$ cat src/hdl/aaid_pkg.sv
`timescale 1ns / 1ps
// ----------------------------------------------------------------------------
// aaid_pkg
// Shared constants, types and state codes of the area averaging downscaler.
// ----------------------------------------------------------------------------
package aaid_pkg;

  localparam int MAX_DST_W = 256;
  localparam int MAX_DST_H = 256;
  localparam int SRC_BITS  = 16;
  localparam int DST_BITS  = 9;
  localparam int FRAC_BITS = 12;
  localparam int OUT_SHIFT = 24;
  localparam int NCH       = 3;
  localparam int ACC_BITS  = 32;
  localparam int CH_BITS   = 8;

  localparam int COL_AW  = $clog2(MAX_DST_W);
  localparam int ROW_AW  = $clog2(MAX_DST_H);
  localparam int W_BITS  = FRAC_BITS + 1;
  localparam int WP_BITS = 2 * W_BITS;
  localparam int DIV_NW  = DST_BITS + FRAC_BITS;
  localparam int DIV_CW  = $clog2(DIV_NW);
  localparam int REG_IDX_BITS = 3;

  localparam logic ACT_START = 1'b0;
  localparam logic ACT_PIXEL = 1'b1;

  typedef enum logic [REG_IDX_BITS-1:0] {
    REG_SRC_W     = 3'd0,
    REG_SRC_H     = 3'd1,
    REG_DST_W     = 3'd2,
    REG_DST_H     = 3'd3,
    REG_BOTTOM_UP = 3'd4
  } reg_idx_t;

  typedef enum logic [3:0] {
    ST_IDLE,
    ST_B_N,
    ST_B_NWAIT,
    ST_B_QWAIT,
    ST_B_ENTRY,
    ST_B_RWAIT,
    ST_RD,
    ST_W,
    ST_M,
    ST_WB0,
    ST_WB1
  } state_t;

  typedef struct packed {
    logic [SRC_BITS-1:0] bnd;
    logic [W_BITS-1:0]   lw;
    logic [W_BITS-1:0]   rw;
  } edge_t;

  typedef struct packed {
    logic [SRC_BITS-1:0] src_w;
    logic [SRC_BITS-1:0] src_h;
    logic [DST_BITS-1:0] dst_w;
    logic [DST_BITS-1:0] dst_h;
    logic                bottom_up;
  } cfg_t;

  typedef struct packed {
    logic               action;
    logic [CH_BITS-1:0] red;
    logic [CH_BITS-1:0] green;
    logic [CH_BITS-1:0] blue;
  } item_t;

  typedef struct packed {
    logic  valid;
    item_t item;
  } head_t;

  typedef struct packed {
    logic [CH_BITS-1:0] red;
    logic [CH_BITS-1:0] green;
    logic [CH_BITS-1:0] blue;
    logic [7:0]         col;
    logic [7:0]         row;
    logic               done;
  } res_t;

  typedef logic [NCH-1:0][ACC_BITS-1:0] rgb_t;

endpackage

$ cat src/hdl/aaid_front.sv
`timescale 1ns / 1ps
// ----------------------------------------------------------------------------
// aaid_front
// Configuration registers and a two-entry queue of incoming beats.
// ----------------------------------------------------------------------------
module aaid_front import aaid_pkg::*; (
  input  logic       clk,
  input  logic       rst,
  input  logic       pix_valid,
  output logic       pix_ready,
  input  item_t      pix_item,
  input  logic       cfg_valid,
  input  logic [2:0] cfg_index,
  input  logic [15:0] cfg_data,
  output cfg_t       cfg,
  output head_t      head,
  input  logic       pop
);

  item_t      fifo [2];
  logic       wr_ptr;
  logic       rd_ptr;
  logic [1:0] count;
  logic       push;

  assign pix_ready = (count != 2'd2);
  assign push      = pix_valid && pix_ready;
  assign head.valid = (count != 2'd0);
  assign head.item  = fifo[rd_ptr];

  always_ff @(posedge clk) begin
    if (push) begin
      fifo[wr_ptr] <= pix_item;
    end
  end

  always_ff @(posedge clk) begin
    if (rst) begin
      wr_ptr <= 1'b0;
      rd_ptr <= 1'b0;
      count  <= 2'd0;
    end else begin
      if (push) wr_ptr <= ~wr_ptr;
      if (pop) rd_ptr <= ~rd_ptr;
      count <= count + 2'(push) - 2'(pop);
    end
  end

  // take register writes; indexes beyond the list are dropped
  always_ff @(posedge clk) begin
    if (rst) begin
      cfg.src_w     <= SRC_BITS'(1);
      cfg.src_h     <= SRC_BITS'(1);
      cfg.dst_w     <= DST_BITS'(1);
      cfg.dst_h     <= DST_BITS'(1);
      cfg.bottom_up <= 1'b0;
    end else if (cfg_valid) begin
      case (reg_idx_t'(cfg_index))
        REG_SRC_W:     cfg.src_w     <= cfg_data[SRC_BITS-1:0];
        REG_SRC_H:     cfg.src_h     <= cfg_data[SRC_BITS-1:0];
        REG_DST_W:     cfg.dst_w     <= cfg_data[DST_BITS-1:0];
        REG_DST_H:     cfg.dst_h     <= cfg_data[DST_BITS-1:0];
        REG_BOTTOM_UP: cfg.bottom_up <= cfg_data[0];
        default: ;
      endcase
    end
  end

endmodule

$ cat config.mk
export PLATFORM = sky130hd
export DESIGN_NAME = aaid_front
export DESIGN_NICKNAME = d
export VERILOG_FILES = /design/src/hdl/aaid_pkg.sv /design/src/hdl/aaid_front.sv
export SDC_FILE = /design/constraint.sdc
export NUM_CORES = 1
export LEC_CHECK = 0
export ABC_CLOCK_PERIOD_IN_PS = 4000
export BUFFER_PORTS_ARGS = -buffer_cell sky130_fd_sc_hd__buf_2
export CAP_MARGIN = 20
export CORE_ASPECT_RATIO = 1.75
export CORE_MARGIN = 4
export CORE_UTILIZATION = 49
export DETAILED_ROUTE_END_ITERATION = 10
export MAX_ROUTING_LAYER = met4
export PLACE_DENSITY = 0.78
export SYNTH_ARGS = -nofsm -noshare
export SYNTH_HDL_FRONTEND = slang
export SYNTH_SLANG_ARGS = --single-unit
$ cat constraint.sdc
create_clock -name clk -period 4 [get_ports clk]
set_input_delay 0.6 -clock clk [delete_from_list [all_inputs] [get_ports clk]]
set_output_delay 0.6 -clock clk [all_outputs]
set_load 0.02 [all_outputs]
==> impl_metrics.yaml, run 1 <==
clocking:
  cts_tree: "built"
  cts-resized-gates: 0
  post_cts_buffers: 0
  cts_buffer_depth: 2
  h-tree-depth: 3
  ctsHoldBuffers: 0
  cts-root-buf: "clkbuf_16"
  clock_latency_ns: 0.33
  path_clk_slew_ns: 0.07
  cts.sink_count: 106
  numCtsBuffers: 9
yosys:
  async_flop_share_pct: 0
  syn-mean-instance-area_um2: 12.1
  synth_top_area_share_pct: 38.6
  netlist_top_cells_count: "nand2_1 (80), dfxtp_1 (56), edfxtp_1 (50)"
  synth.most_common_cell: "nand2_1"
  synthCells: 322
  yosys-top-cells-area: "edfxtp_1 (39%), dfxtp_1 (29%), nand2_1 (7.7%)"
  yosys_warnings: 0
  synth-seq-area-share_pct: 67.4
  ys_seq_elements: 106
  syn_area_um2: 3890
  yosysTopAreaCell: "edfxtp_1"
  synth_fp_nets: 372
  ys.flop_type: "dfxtp_1"
  synth_edf_count: 50
  synth_cell_types: 35
setup_path:
  start_kind: "flop"
  cp.arrival_ns: 1.96
  crit_type: "reg -> out"
  required_ns: 3.40
  crit_path_end_kind: "output port"
  critPathMaxFanout: 25
timing:
  worst_slew_pin_slew_ns: 1.07
  finalMaxSlewViolations: 0
  rsz0062_at_grt: "no"
  post-route-period-util_pct: 64.0
  fmax_mhz: 390
  setup_viol: 0
  relSlewSlack_pct: 28.5
  clock_skew_ns: 0.00519
  fin_crit_ns: 2.56
  setup_tns_ns: 0
  hold_viol: 0
job:
  drv_cap: 0
placed_design:
  dpl.hpwl_um: 6210
  io_buffers: 126
  place_inst: 520
  globalplace.congestion: 0.777
power:
  leakage_nw: 1.97
  p_per_area_nw_per_um2: 476
  vdd_ir_drop_max_v: 0.000301
route:
  dr.pass1.iters: 4
  first_iter_violations: 99
  post-route-drc-count: 0
  vias_per_cell: 5.23
  ant_nets: 0
  vias: 2809
  finalWirelength_um: 8450
  wl_per_cell_um: 15.7
layout:
  fillers: 620
  area_growth_pct: 25.5
  multi_input_area_um2: 1190
  stdcell_count: 537
  register_area_um2: 2620
  drive_above_1_share_pct: 39.0
  fin_nets: 494
  num_antenna_cells: 0
floorplanning:
  io_pins: 127
  start_util_pct: 50.7
  core_region_area_um2: 7670
  rows: 42
  dieArea_um2: 9490
  die_w_um: 75.4
  dieHeight_um: 126
global_routing:
  grt_pass1_vias: 2813
  grt_usage_pct: 18.7
  antenna_found_initial: 0
  grt_max_degree: 58
  grt_overflow: 0
  grt_pass1_wl_um: 13200
status:
  status: "completed"
min_path:
  hold_path.class: "in -> reg"
per-stage QoR:
step / area, um2 / hold slack [ns] / util, % / power (W) / worst slack (ns)
floorplan: 3890 / 0.480 / - / 0.00143 / 2.13
global placement: 4580 / 0.442 / 59.7 / 0.00153 / 1.84
detailed placement: 4580 / 0.445 / 59.7 / 0.00154 / 1.77
CTS: 4860 / 0.438 / 63.3 / 0.00234 / 1.40
global route: 4880 / 0.436 / 63.6 / 0.00243 / 1.34
finish: 4880 / 0.451 / 63.6 / 0.00232 / 1.44
per-layer routing:
layer | global-route usage (%) | wire [um] | up-vias
met1 | 21.7 | 3340 | 1303
met4 | 7.42 | 251 | 0
met5 | - | 0 | -
met2 | 29.8 | 4190 | 126
met3 | 5.34 | 674 | 13
li1 | - | - | 1367
state kept, by name (all words and copies together) (netlist names), named ones only:
signal,count
cfg,51
count,2
fifo,50
rd_ptr,1
wr_ptr,1
cell families (layout without fill, tap and decap cells):
family	Yosys count	in the layout	synth area share, %
xor+xnor	2	2	0.450
simple gates	113	113	13.5
flops	106	106	67.4
compound gates	44	44	5.95
fa+ha+maj	1	1	0.321
mux	35	35	9.80
buf+inv	21	148	2.57
worst max-delay path: stages (launching register included):
cell and delay (ns):
dfxtp_1 1.03, mux2_2 0.43, buf_2 0.16
power by group:
part           total [W]  leakage (nW)  switching, W  internal (W)
Clock           0.000804         0.130      0.000375      0.000429
Sequential       0.00123         0.921     0.0000293       0.00120
Combinational   0.000286         0.920      0.000171      0.000115
final timing paths:
check	from	end	slack [ns]	depth (start not counted)
setup / recovery	flop	head[18]	1.44	2
hold / removal	pix_item[14]	fifo[0][14]$_DFFE_PP_	0.45	1
setup reg to reg	count[0]$_SDFF_PP0_	count[1]$_SDFF_PP0_	2.16	6
hold reg to reg	cfg[46]$_SDFFE_PP0P_	cfg[46]$_SDFFE_PP0P_	0.45	2
area by class of cell:
class,instances,share of cell area (%)
clock inverter,6,1.02
timing repair buffer,128,13.6
tap,88,2.25
multi-input combinational,195,24.4
clock buffer,10,4.69
inverter,4,0.307
sequential,106,53.7
cell usage in the layout (no fill, tap or decap), types with 2 or more instances in the layout:
master / n
buf_2: 126
nand2_1: 80
dfxtp_1: 56
edfxtp_1: 50
a21oi_1: 41
mux2_2: 25
nor2_1: 12
mux2i_1: 10
clkbuf_16: 9
inv_1: 4
xnor2_1: 2
nor3_1: 2
nand4b_1: 2
inv_6: 2
clkinv_4: 2
clkinvlp_4: 2
(Power assumes the default switching activity.)
==> run 2, diff against run 1 <==
Settings changed: ABC_CLOCK_PERIOD_IN_PS 4000 to 2430.
Clock period 4 ns to 2.43 ns, I/O delays scaled along.
==> impl_metrics.yaml, run 2 (synthesis results as in run 1) <==
route:
  vias_per_cell: 5.19
  post-route-drc-count: 0
  ant_nets: 0
  finalWirelength_um: 8560
  dr.pass1.iters: 4
  first_iter_violations: 133
  wl_per_cell_um: 15.8
  vias: 2808
setup_path:
  cp.arrival_ns: 1.49
  slowest_stage: "mux2_2"
  start_kind: "flop"
  slowest_delay_ns: 0.38
  reg2reg_from: "count[0]$_SDFF_PP0_"
  crit_type: "reg -> out"
  critPathMaxFanout: 25
  path_cells: "buf_4 > mux2_2 > buf_2"
  crit_path_end_kind: "output port"
  required_ns: 2.07
clocking:
  cts.sink_count: 106
  path_clk_slew_ns: 0.06
  cts-resized-gates: 0
  h-tree-depth: 3
  clock_latency_ns: 0.33
  cts_tree: "built"
  cts-root-buf: "clkbuf_16"
  cts_buffer_depth: 2
  numCtsBuffers: 9
  ctsHoldBuffers: 0
  post_cts_buffers: 0
floorplanning:
  io_pins: 127
  rows: 42
  core_region_area_um2: 7670
  dieArea_um2: 9490
  start_util_pct: 50.7
  dieHeight_um: 126
  die_w_um: 75.4
layout:
  final_common_cell: "buf_2"
  reg_top3: "cfg: 51 flops, fifo: 50 flops, count: 2 flops"
  area_growth_pct: 26.7
  stdcell_count: 541
  top_register: "cfg"
  largest_reg_flops: 51
  drive_above_1_share_pct: 39.7
  fin_nets: 498
  final_cell_mix: "buf_2 (126), nand2_1 (80), dfxtp_1 (56), edfxtp_1 (50), a21oi_1 (41)"
  num_antenna_cells: 0
placed_design:
  globalplace.congestion: 0.774
  dpl.hpwl_um: 6420
  place_inst: 525
  io_buffers: 126
global_routing:
  grt_pass1_vias: 2826
  use_met2_pct: 32.0
  antenna_found_initial: 0
  grt.met3_usage_pct: 5.74
  grt_usage_pct: 19.4
  grt_max_degree: 53
  grt_overflow: 0
  top_usage_layer: "met2"
  grtUsageMet1_pct: 21.8
  grt_pass1_wl_um: 13600
timing:
  clock_skew_ns: 0.00326
  hold_viol: 0
  relSlewSlack_pct: 47.4
  finalMaxSlewViolations: 0
  setup_viol: 0
  fin_crit_ns: 1.86
  rsz0062_at_grt: "no"
  setup_tns_ns: 0
  post-route-period-util_pct: 76.4
  worst_slew_pin_slew_ns: 0.785
  fmax_mhz: 538
power:
  leakage_nw: 2.00
  p_per_area_nw_per_um2: 813
  vdd_ir_drop_max_v: 0.000391
status:
  status: "completed"
job:
  drv_cap: 0
min_path:
  hold_path.class: "in -> reg"
  min_from: "pix_item[5]"
-- run 2: worst max-delay path: cells and delay by family, from the launching register on --
kind	cells	cell delay, ns
buf+inv	2	0.46
mux	1	0.38
flops	1	0.31
-- run 2: area by class of cell --
cell class,count,area (um2)
clock inverter,7,93.8
multi-input combinational,195,1190
inverter,4,15.0
timing repair buffer,132,676
clock buffer,9,225
sequential,106,2620
tap,88,110
fill,635,2740
-- run 2: final timing paths --
path	cells past startpoint	endpoint	slack, ns
min reg2reg	2	cfg[40]$_SDFFE_PP0P_	0.45
max	3	head[23]	0.57
max reg2reg	6	count[1]$_SDFF_PP0_	0.59
min	1	fifo[0][5]$_DFFE_PP_	0.21
-- run 2: power by group --
| part | total, W | switching [W] | internal [W] |
|---|---|---|---|
| sequential | 0.00201 | 0.0000323 | 0.00198 |
| combinational | 0.000490 | 0.000300 | 0.000190 |
| clock | 0.00151 | 0.000607 | 0.000899 |
-- run 2: through the flow --
| step | hold slack (ns) | cell area [um2] | util (%) | total power [W] | worst slack (ns) |
|---|---|---|---|---|---|
| 2_1_floorplan | 0.463 | 3890 | - | 0.00235 | 0.558 |
| 3_3_place_gp | 0.439 | 4610 | 60.1 | 0.00253 | 0.687 |
| 3_5_place_dp | 0.443 | 4610 | 60.1 | 0.00255 | 0.591 |
| 4_1_cts | 0.199 | 4930 | 64.3 | 0.00405 | 0.531 |
| 5_1_grt | 0.194 | 4930 | 64.3 | 0.00419 | 0.474 |
| 6_report | 0.212 | 4930 | 64.3 | 0.00401 | 0.573 |
-- run 2: layer usage --
| layer | vias to the layer above | routed length, um |
|---|---|---|
| met3 | 13 | 651 |
| li1 | 1370 | - |
| met4 | 0 | 172 |
| met2 | 115 | 4420 |
| met1 | 1310 | 3310 |
| met5 | - | 0 |
